[src/hdl/cmbp_pkg.sv]
// Shared types, codes and constants of the CoAP message byte parser.
package cmbp_pkg;

	localparam int unsigned MaxTokenBytes = 8;
	localparam int unsigned DefQueueDepth = 2;
	localparam logic [15:0] Block2Option = 16'd23;
	localparam logic [7:0]  PayloadMarker = 8'hff;
	localparam logic [3:0]  BlockExpBias = 4'd4;

	typedef enum logic [2:0] {
		CLS_HEADER   = 3'd0,
		CLS_TOKEN    = 3'd1,
		CLS_OPTHDR   = 3'd2,
		CLS_OPTVAL   = 3'd3,
		CLS_MARKER   = 3'd4,
		CLS_PAYLOAD  = 3'd5,
		CLS_IGNORED  = 3'd6
	} byte_class_t;

	typedef enum logic [1:0] {
		ERR_NONE      = 2'd0,
		ERR_SHORT     = 2'd1,
		ERR_TOKEN     = 2'd2,
		ERR_TRUNCATED = 2'd3
	} error_t;

	typedef enum logic [2:0] {
		PH_HEADER,
		PH_TOKEN,
		PH_OPTHDR,
		PH_OPTVAL,
		PH_PAYLOAD,
		PH_IGNORE
	} phase_t;

	typedef struct packed {
		logic [3:0] number;
		logic       more;
		logic [3:0] size_exp;
	} block_t;

	// Byte as classified by the front part, ready for the parser.
	typedef struct packed {
		logic [7:0] data;
		logic       last;
		logic       is_marker;
		logic       is_zero;
		block_t     block;
	} item_t;

	typedef struct packed {
		byte_class_t cls;
		logic [1:0]  version;
		logic [1:0]  msg_type;
		logic [3:0]  token_length;
		logic [7:0]  code;
		logic [15:0] message_id;
		logic [15:0] option_number;
		logic [3:0]  option_length;
		error_t      error_code;
		block_t      block;
	} result_t;

	// Queue status seen by the back part.
	typedef struct packed {
		logic  valid;
		item_t head;
	} queue_head_t;

endpackage

[src/hdl/coap_message_byte_parser_unit.sv]
// Top level of the CoAP message byte parser.
// Takes a CoAP datagram one byte per request (last_byte marks the final byte) and
// returns one result per byte: its class (header, token, option header, option
// value, payload marker, payload or ignored) together with the header fields,
// running option number and length, error code and decoded one-byte Block2 value,
// all as they stand after that byte. The parser returns to its reset state after
// the marked byte. Sustained rate is one byte per clock cycle while out_stall is
// low; the result of a byte passes through the front register, the queue and the
// result register in that order and is held while out_stall holds. The parse state
// lives in the back part and is updated once per byte, which is what sets the
// one-byte-per-cycle figure. The front register and the QUEUE_DEPTH-entry queue let
// the input keep flowing for a few bytes while the result side is stalled.
module coap_message_byte_parser_unit #(
	parameter int unsigned QUEUE_DEPTH = cmbp_pkg::DefQueueDepth
) (
	input  logic        clk,
	input  logic        arst_n,
	input  logic        in_valid,
	output logic        in_stall,
	input  logic [7:0]  data_byte,
	input  logic        last_byte,
	output logic        out_valid,
	input  logic        out_stall,
	output logic [2:0]  byte_class,
	output logic [1:0]  version,
	output logic [1:0]  msg_type,
	output logic [3:0]  token_length,
	output logic [7:0]  code,
	output logic [15:0] message_id,
	output logic [15:0] option_number,
	output logic [3:0]  option_length,
	output logic [1:0]  error_code,
	output logic [3:0]  block_number,
	output logic        block_more,
	output logic [3:0]  block_size_exp
);
	import cmbp_pkg::*;

	item_t       push_item;
	logic        push;
	logic        q_full;
	logic        pop;
	queue_head_t head;
	result_t     result;

	// Register and classify bytes; hold the request while a byte waits on a full queue
	cmbp_front u_front (
		.clk       (clk),
		.arst_n    (arst_n),
		.in_valid  (in_valid),
		.in_stall  (in_stall),
		.data_byte (data_byte),
		.last_byte (last_byte),
		.q_full    (q_full),
		.push      (push),
		.push_item (push_item)
	);

	// Decouple the two sides
	cmbp_queue #(
		.DEPTH (QUEUE_DEPTH)
	) u_queue (
		.clk       (clk),
		.arst_n    (arst_n),
		.push      (push),
		.push_item (push_item),
		.full      (q_full),
		.pop       (pop),
		.head      (head)
	);

	// Advance the parse and present the result
	cmbp_back u_back (
		.clk       (clk),
		.arst_n    (arst_n),
		.head      (head),
		.pop       (pop),
		.out_valid (out_valid),
		.out_stall (out_stall),
		.result    (result)
	);

	assign byte_class     = result.cls;
	assign version        = result.version;
	assign msg_type       = result.msg_type;
	assign token_length   = result.token_length;
	assign code           = result.code;
	assign message_id     = result.message_id;
	assign option_number  = result.option_number;
	assign option_length  = result.option_length;
	assign error_code     = result.error_code;
	assign block_number   = result.block.number;
	assign block_more     = result.block.more;
	assign block_size_exp = result.block.size_exp;

endmodule

[src/hdl/cmbp_front.sv]
// Front part: register each request and classify its byte.
module cmbp_front (
	input  logic            clk,
	input  logic            arst_n,
	input  logic            in_valid,
	output logic            in_stall,
	input  logic [7:0]      data_byte,
	input  logic            last_byte,
	input  logic            q_full,
	output logic            push,
	output cmbp_pkg::item_t push_item
);
	import cmbp_pkg::*;

	item_t item_s1;
	logic  valid_s1;
	logic  accept;

	assign in_stall = valid_s1 && q_full;
	assign accept   = in_valid && !in_stall;
	assign push     = valid_s1 && !q_full;
	assign push_item = item_s1;

	always_ff @(posedge clk or negedge arst_n) begin
		if (!arst_n) begin
			valid_s1 <= 1'b0;
		end else if (accept) begin
			valid_s1 <= 1'b1;
		end else if (push) begin
			valid_s1 <= 1'b0;
		end
	end

	always_ff @(posedge clk) begin
		if (accept) begin
			item_s1.data           <= data_byte;
			item_s1.last           <= last_byte;
			item_s1.is_marker      <= (data_byte == PayloadMarker);
			item_s1.is_zero        <= (data_byte == 8'h00);
			item_s1.block.number   <= data_byte[7:4];
			item_s1.block.more     <= data_byte[3];
			item_s1.block.size_exp <= {1'b0, data_byte[2:0]} + BlockExpBias;
		end
	end

endmodule

[src/hdl/cmbp_queue.sv]
// Short request queue between the front and back parts.
module cmbp_queue #(
	parameter int unsigned DEPTH = cmbp_pkg::DefQueueDepth
) (
	input  logic                  clk,
	input  logic                  arst_n,
	input  logic                  push,
	input  cmbp_pkg::item_t       push_item,
	output logic                  full,
	input  logic                  pop,
	output cmbp_pkg::queue_head_t head
);
	import cmbp_pkg::*;

	localparam int unsigned PtrW = (DEPTH > 1) ? $clog2(DEPTH) : 1;
	localparam int unsigned CntW = $clog2(DEPTH + 1);

	item_t             entry_q [DEPTH];
	logic [PtrW-1:0]   wr_ptr_q;
	logic [PtrW-1:0]   rd_ptr_q;
	logic [CntW-1:0]   count_q;
	logic              do_push;
	logic              do_pop;

	assign full       = (count_q == CntW'(DEPTH));
	assign head.valid = (count_q != '0);
	assign head.head  = entry_q[rd_ptr_q];
	assign do_push    = push && !full;
	assign do_pop     = pop && head.valid;

	always_ff @(posedge clk or negedge arst_n) begin
		if (!arst_n) begin
			wr_ptr_q <= '0;
			rd_ptr_q <= '0;
			count_q  <= '0;
		end else begin
			if (do_push) begin
				wr_ptr_q <= (wr_ptr_q == PtrW'(DEPTH - 1)) ? '0 : wr_ptr_q + 1'b1;
			end
			if (do_pop) begin
				rd_ptr_q <= (rd_ptr_q == PtrW'(DEPTH - 1)) ? '0 : rd_ptr_q + 1'b1;
			end
			if (do_push && !do_pop) begin
				count_q <= count_q + 1'b1;
			end else if (do_pop && !do_push) begin
				count_q <= count_q - 1'b1;
			end
		end
	end

	always_ff @(posedge clk) begin
		if (do_push) begin
			entry_q[wr_ptr_q] <= push_item;
		end
	end

endmodule

[src/hdl/cmbp_back.sv]
// Back part: datagram parse state and the result register.
module cmbp_back (
	input  logic                  clk,
	input  logic                  arst_n,
	input  cmbp_pkg::queue_head_t head,
	output logic                  pop,
	output logic                  out_valid,
	input  logic                  out_stall,
	output cmbp_pkg::result_t     result
);
	import cmbp_pkg::*;

	phase_t      phase_q, phase_n;
	logic [1:0]  hcnt_q, hcnt_n;
	logic [3:0]  left_q, left_n;
	logic [15:0] sum_q, sum_n;
	logic [3:0]  len_q, len_n;
	logic [7:0]  hdr0_q, hdr0_n;
	logic [7:0]  code_q, code_n;
	logic [15:0] mid_q, mid_n;
	error_t      err_q, err_n, err_hdr;
	block_t      blk_q, blk_n;
	byte_class_t cls;
	logic        out_valid_q;
	result_t     result_q;
	item_t       it;

	assign it        = head.head;
	assign pop       = head.valid && (!out_valid_q || !out_stall);
	assign out_valid = out_valid_q;
	assign result    = result_q;

	// Next state
	always_comb begin
		phase_n = phase_q;
		hcnt_n  = hcnt_q;
		left_n  = left_q;
		sum_n   = sum_q;
		len_n   = len_q;
		hdr0_n  = hdr0_q;
		code_n  = code_q;
		mid_n   = mid_q;
		blk_n   = blk_q;
		err_hdr = err_q;
		case (phase_q)
			PH_HEADER: begin
				case (hcnt_q)
					2'd0: hdr0_n = it.data;
					2'd1: code_n = it.data;
					2'd2: mid_n  = {it.data, 8'h00};
					default: begin
						mid_n[7:0] = it.data;
						if (hdr0_q[3:0] > 4'(MaxTokenBytes)) begin
							if (err_q == ERR_NONE) begin
								err_hdr = ERR_TOKEN;
							end
							phase_n = PH_IGNORE;
						end else if (hdr0_q[3:0] == 4'd0) begin
							phase_n = PH_OPTHDR;
						end else begin
							left_n  = hdr0_q[3:0];
							phase_n = PH_TOKEN;
						end
					end
				endcase
				if (hcnt_q != 2'd3) begin
					hcnt_n = hcnt_q + 2'd1;
				end
			end
			PH_TOKEN: begin
				left_n = left_q - 4'd1;
				if (left_n == 4'd0) begin
					phase_n = PH_OPTHDR;
				end
			end
			PH_OPTHDR: begin
				if (it.is_marker) begin
					phase_n = PH_PAYLOAD;
				end else if (it.is_zero) begin
					phase_n = PH_IGNORE;
				end else begin
					sum_n = sum_q + {12'd0, it.data[7:4]};
					len_n = it.data[3:0];
					if (it.data[3:0] != 4'd0) begin
						left_n  = it.data[3:0];
						phase_n = PH_OPTVAL;
					end
				end
			end
			PH_OPTVAL: begin
				if (sum_q == Block2Option && len_q == 4'd1) begin
					blk_n = it.block;
				end
				left_n = left_q - 4'd1;
				if (left_n == 4'd0) begin
					phase_n = PH_OPTHDR;
				end
			end
			default: begin
			end
		endcase
		// first error wins; end of datagram checks the phase it leaves in
		err_n = err_hdr;
		if (it.last && err_hdr == ERR_NONE) begin
			if (phase_n == PH_HEADER) begin
				err_n = ERR_SHORT;
			end else if (phase_n == PH_TOKEN || phase_n == PH_OPTVAL) begin
				err_n = ERR_TRUNCATED;
			end
		end
	end

	// Byte class
	always_comb begin
		case (phase_q)
			PH_HEADER:  cls = CLS_HEADER;
			PH_TOKEN:   cls = CLS_TOKEN;
			PH_OPTHDR: begin
				if (it.is_marker) begin
					cls = CLS_MARKER;
				end else if (it.is_zero) begin
					cls = CLS_IGNORED;
				end else begin
					cls = CLS_OPTHDR;
				end
			end
			PH_OPTVAL:  cls = CLS_OPTVAL;
			PH_PAYLOAD: cls = CLS_PAYLOAD;
			default:    cls = CLS_IGNORED;
		endcase
	end

	always_ff @(posedge clk or negedge arst_n) begin
		if (!arst_n) begin
			phase_q     <= PH_HEADER;
			hcnt_q      <= '0;
			left_q      <= '0;
			sum_q       <= '0;
			len_q       <= '0;
			hdr0_q      <= '0;
			code_q      <= '0;
			mid_q       <= '0;
			err_q       <= ERR_NONE;
			blk_q       <= '0;
			out_valid_q <= 1'b0;
		end else begin
			if (pop) begin
				out_valid_q <= 1'b1;
			end else if (!out_stall) begin
				out_valid_q <= 1'b0;
			end
			if (pop) begin
				if (it.last) begin
					phase_q <= PH_HEADER;
					hcnt_q  <= '0;
					left_q  <= '0;
					sum_q   <= '0;
					len_q   <= '0;
					hdr0_q  <= '0;
					code_q  <= '0;
					mid_q   <= '0;
					err_q   <= ERR_NONE;
					blk_q   <= '0;
				end else begin
					phase_q <= phase_n;
					hcnt_q  <= hcnt_n;
					left_q  <= left_n;
					sum_q   <= sum_n;
					len_q   <= len_n;
					hdr0_q  <= hdr0_n;
					code_q  <= code_n;
					mid_q   <= mid_n;
					err_q   <= err_n;
					blk_q   <= blk_n;
				end
			end
		end
	end

	always_ff @(posedge clk) begin
		if (pop) begin
			result_q.cls           <= cls;
			result_q.version       <= hdr0_n[7:6];
			result_q.msg_type      <= hdr0_n[5:4];
			result_q.token_length  <= hdr0_n[3:0];
			result_q.code          <= code_n;
			result_q.message_id    <= mid_n;
			result_q.option_number <= sum_n;
			result_q.option_length <= len_n;
			result_q.error_code    <= err_n;
			result_q.block         <= blk_n;
		end
	end

endmodule

[config.mk]
export PLATFORM = sky130hd
export DESIGN_NAME = coap_message_byte_parser_unit
export DESIGN_NICKNAME = d
export VERILOG_FILES = /design/src/hdl/cmbp_pkg.sv /design/src/hdl/coap_message_byte_parser_unit.sv /design/src/hdl/cmbp_front.sv /design/src/hdl/cmbp_queue.sv /design/src/hdl/cmbp_back.sv
export SDC_FILE = /design/constraint.sdc
export NUM_CORES = 1
export LEC_CHECK = 0
export CAP_MARGIN = 25
export CORE_ASPECT_RATIO = 0.9
export CORE_MARGIN = 2
export CORE_UTILIZATION = 40
export CTS_BUF_LIST = sky130_fd_sc_hd__clkbuf_16
export DETAILED_ROUTE_END_ITERATION = 10
export DONT_BUFFER_PORTS = 1
export SLEW_MARGIN = 30
export SYNTH_ARGS = -nofsm -noshare
export SYNTH_HDL_FRONTEND = slang
export SYNTH_HIERARCHICAL = 1
export SYNTH_SLANG_ARGS = --single-unit
[constraint.sdc]
create_clock -name clk -period 4.4 [get_ports clk]
set_clock_uncertainty 0.2 [all_clocks]
set_input_delay 0.44 -clock clk [delete_from_list [all_inputs] [get_ports clk]]
set_output_delay 0.44 -clock clk [all_outputs]
set_load 0.1 [all_outputs]
* Word-level counts from Yosys, hierarchy flattened *
Memories as Yosys holds them, arrays and structs flattened.
Index checks and enable logic that the tools add are counted.

storage, ports and cells
  RAM bits = 40
  output and inout bits = 68
  memories kept = 1
  logic and storage cells = 166
  register bits after elaboration = 164
  input port bits = 13

memories
  memory           depth  bits a word  read ports  clocked after Yosys merged registers in  write ports  line              text
  u_queue.entry_q  2      20           1           0                                        1            cmbp_queue.sv:18  item_t entry_q [DEPTH];

cells by class
  mux-type cells = 62
  add/sub/neg operators = 8
  equality and inequality tests = 20
  reductions and logical operators = 38
  order comparisons = 1

operators by type and width
  kind                                                                     count
  16-bit two-way mux                                                       6
  8-bit two-way mux                                                        7
  4-bit two-way mux                                                        11
  2-bit two-way mux                                                        14
  3-bit two-way mux                                                        9
  9-bit two-way mux                                                        3
  16-bit by 4-bit adder with 16-bit output                                 1
  16-bit by 5-bit == test with 1-bit output, second input constant         1
  8-bit case mux with 2 select lines                                       1
  3-bit by 2-bit inequality test with 1-bit output, second input constant  5
  3-bit case mux with 5 select lines                                       1
  4-bit case mux with 3 select lines                                       1
  1-bit logical AND                                                        10
  2-bit nonzero test                                                       5
  3-bit by 2-bit == test with 1-bit output, second input constant          3
  3-bit case mux with 3 select lines                                       1
  8-bit == test, second input constant                                     1
  4-bit zero test                                                          2
  8-bit zero test                                                          1
  1-bit two-way mux                                                        8
  8-bit AND reduction                                                      1
  4-bit nonzero test                                                       2
  3-bit by 1-bit == test with 1-bit output, second input constant          2
  1-bit zero test                                                          6
  other kinds (19)                                                         27

* Logic depth before layout (Yosys ltp) *
An unclocked memory read counts as a cell.

  depth after elaboration = 12
  depth in mapped cells = 9
  gate-level depth less buffers = 9

* Cells and area by module *
Netlist, hierarchy kept.

by module, submodules not included
  module      area each (µm²)  instances  seq. area each (µm²)  cells an instance
  cmbp_back   6,419.9          1          3,808.7               558
  cmbp_queue  1,727.9          1          1,301.2               81
  cmbp_front  509.2            1          385.4                 32

* Worst setup path after synthesis *
Ideal clock, no wire load.

  path kind = register to register
  start point = reg u_back.out_valid_q, in the netlist u_back/out_valid
  end point = reg u_queue.count_q[1]
  library setup time = 0.079 ns
  clock period less this slack = 4.241 ns
  required time = 4.121 ns
  data arrival time = 3.962 ns
  stages on the path, launching flop included = 10
  buffers on the path = 1
  slack = 0.159 ns
  cells stage by stage = dfrtp_1 > nand2_1 > nand2_1 > inv_1 > clkbuf_1 > nand2_4 > ha_1 > xor2_1 > nor2_1 > xor2_1

between the ends
  word-level cells in the longest chain between the ends = 7
  elaborated cells on any way between the ends = 9
  classes of those cells = 1 x mux; 8 x reduce/logical

ends and longest elaborated chain
  what                                                            line                                 text
  start, declared                                                 cmbp_back.sv:24                      logic out_valid_q;
  start signal, assigned                                          cmbp_back.sv:145                     out_valid_q <= 1'b0;
  start signal, assigned                                          cmbp_back.sv:148                     out_valid_q <= 1'b1;
  start signal, assigned                                          cmbp_back.sv:150                     out_valid_q <= 1'b0;
  1-bit zero test (*)                                             cmbp_back.sv:29                      assign pop = head.valid && (!out_valid_q || !out_stall);
  1-bit logical OR (*)                                            cmbp_back.sv:29
  1-bit logical AND (*)                                           cmbp_back.sv:29
  net pop                                                         coap_message_byte_parser_unit.sv:42  logic pop;
  1-bit logical AND (*)                                           cmbp_queue.sv:29                     assign do_pop = pop && head.valid;
  1-bit zero test                                                 cmbp_queue.sv:43                     if (do_push && !do_pop) begin
  1-bit logical AND                                               cmbp_queue.sv:43
  2-bit two-way mux / 2-bit nonzero test (equally long branches)  -
  end signal, assigned                                            cmbp_queue.sv:44                     count_q <= count_q + 1'b1;
  end signal, assigned                                            cmbp_queue.sv:46                     count_q <= count_q - 1'b1;
  end, declared                                                   cmbp_queue.sv:21                     logic [CntW-1:0] count_q;

The timed path passes the listed nets; every way through them passes the cells marked *.
A chain may end at the register's enable or synchronous reset.

==> impl_metrics.tcl <==
set metrics [dict create \
    status "finished, final reports clean" \
    yosysWarnings 6 \
    final_antenna_net_count 0 \
    grt_overflow 0 \
    grt_pass1_wl_um 29300 \
    numCtsBuffers 17 \
    first_global_vias 5323 \
    cts_resized 0 \
    hold_viol 0 \
    syn_area_per_cell_um2 12.9 \
    clock_latency_ns 0.44 \
    yosys.area.top_type "edfxtp_1" \
    wl_met3_um 1210 \
    die_w_um 159 \
    via_per_inst 5.46 \
    grt_usage 0.167 \
    cp_max_fo 16 \
    min_path_type "input pin to register" \
    rsz0062_at_grt "false" \
    ys_types 63 \
    finalMaxSlewViolations 0 \
    top_layer_used "met4" \
    worstPathCellList "mux2_2, or4_4, o211ai_2, a21oi_1, or2_1, a311o_1" \
    cts_tree "built" \
    placement.io_buffers 0 \
    arrival_ns 3.33 \
    slowest_delay_ns 0.93 \
    max_slew_margin 0.362 \
    tns_ns 0 \
    drive_gt1_frac 0.151 \
    path_class "register to register" \
    synth_flop_cell "edfxtp_1" \
    drt_iter0_drc 444 \
    synthToLayoutAreaGrowth_pct 10.8 \
    hold_path_depth 2 \
    nFillCells 1981 \
    setup_viol 0 \
    synth_top_cell_area_share 0.409 \
    num_vias 5317 \
    cts_buffer_depth 2 \
    crit_required_ns 4.38 \
    gp_congestion 0.876 \
    max_freq_mhz 299 \
    antenna_cells 0 \
    wl_per_cell_um 18.9 \
    cap_violations 0 \
    finalNetCount 695 \
    seq_area_um2 5500 \
    htreeDepth 4 \
    wl_met2_um 8600 \
    drc 0 \
    ys_seq_area_frac 0.635 \
    wl_um 18400 \
    synth_nets 697 \
    num_io_pins 81 \
    wl_met1_um 8220 \
    synth_top_cells_by_area "edfxtp_1, dfrtp_1, nand2_1, mux2_2, mux2_4" \
    clk_pin_slew_ns 0.07 \
    mostFrequentLayoutCells "edfxtp_1, nand2_1, dfrtp_1, o21ai_0, mux2_2" \
    rows 51 \
    netlist_instances 671 \
    worstMarginPinSlew_ns 0.960 \
    ys_ff_latch 196 \
    slowest_stage "dfrtp_1" \
    cp-end-kind "register" \
    ctsRootBufferMaster "clkbuf_16" \
    coreArea_um2 21400 \
    dp_hpwl_um 12100 \
    die_h_um 144 \
    fin_crit_sh 0.761 \
    multi_input_area_um2 2880 \
    synth_edf_count 118 \
    final_common_cell "edfxtp_1" \
    die_area_um2 22800 \
    grt_max_degree 79 \
    synth.cell_area_um2 8660 \
    async_flop_share 0.398 \
    start_util 0.404 \
    reg2regPathDepth 6 \
    dr.pass1.iters 5 \
    antenna_found_initial 0 \
    cts.sinks 196 \
    min_period_ns 3.35 \
    cp-start-kind "register" \
]
flip-flops by register name, indices dropped and copies added (netlist names), 2 cells and up:
register,flops
u_back/blk_q,9
u_back/code_q,8
u_back/err_q,2
u_back/hcnt_q,2
u_back/hdr0_q,8
u_back/left_q,4
u_back/len_q,4
u_back/mid_q,16
u_back/phase_q,3
u_back/result,66
u_back/sum_q,16
u_front/push_item,12
u_queue/count_q,2
u_queue/entry_q,40
worst max-delay path: cells and delay by family (launching register included):
kind | cells | cell delay [ns]
simple gates | 2 | 0.82
mux | 1 | 0.53
flops | 1 | 0.93
compound gates | 3 | 0.59
worst paths after layout:
kind	startpoint	endpoint	slack [ns]
setup / recovery	u_queue/rd_ptr_q	u_back/result[10]	1.05
hold reg to reg	u_front/push_item[2]	u_queue/entry_q[1][2]	0.26
max in group asynchronous	arst_n	u_back/hdr0_q[5]	3.30
hold / removal	data_byte[6]	u_front/push_item[10]	0.05
min in group asynchronous	arst_n	u_back/sum_q[6]	0.36
setup reg to reg	u_queue/rd_ptr_q	u_back/result[10]	1.05
synthesized netlist by cell type, types with 12 or more instances:
master,count
a22o_1,23
a21oi_1,19
nor2_1,23
xnor2_1,16
edfxtp_1,118
inv_1,14
dfrtp_1,78
mux2_2,32
clkbuf_1,16
o21ai_0,45
ha_1,12
nand2_1,101
mux2_4,19
per-layer routing:
layer / global-route usage / vias to the layer above
li1: - / 2449
met1: 0.227 / 2629
met2: 0.259 / 208
met3: 0.0444 / 31
met4: 0.0608 / 0
met5: 0 / -
cell families (layout without fill, tap and decap cells):
family	count (synthesis)	count (layout)	share of synthesized area
compound gates	143	143	0.110
mux	53	53	0.0769
flops	196	196	0.635
fa+ha+maj	13	13	0.0197
simple gates	191	191	0.106
buf+inv	55	66	0.0331
xor+xnor	20	20	0.0202
what timing repair did:
item / CTS / global route
endpoints found under the hold margin: 90 / 0
setup buffers: 0 / 0
hold buffers: 13 / 0
per-stage QoR:
step | utilization | hold WS [ns] | setup WS [ns] | instance area [µm²] | std cells
4_1_cts | 0.447 | 0.0293 | 1.04 | 9580 | 973
2_1_floorplan | - | -0.0556 | 0.159 | 8660 | 671
3_5_place_dp | 0.413 | -0.0512 | 1.05 | 8850 | 928
5_1_grt | 0.447 | 0.0225 | 0.746 | 9590 | 973
3_3_place_gp | 0.413 | -0.0510 | 1.14 | 8850 | 928
6_report | 0.447 | 0.0538 | 1.05 | 9590 | 973
layout make-up:
| class | instances | area share |
|---|---|---|
| clock inverters | 15 | 0.0164 |
| repair buffers | 20 | 0.0222 |
| multi-input cells | 420 | 0.300 |
| flip-flops and latches | 196 | 0.573 |
| clock buffers | 17 | 0.0444 |
| inverters | 14 | 0.00561 |
| well taps | 291 | 0.0380 |
Power is not shown: default switching activity piles up to over one toggle a cycle in this logic, so the estimate is an artifact.
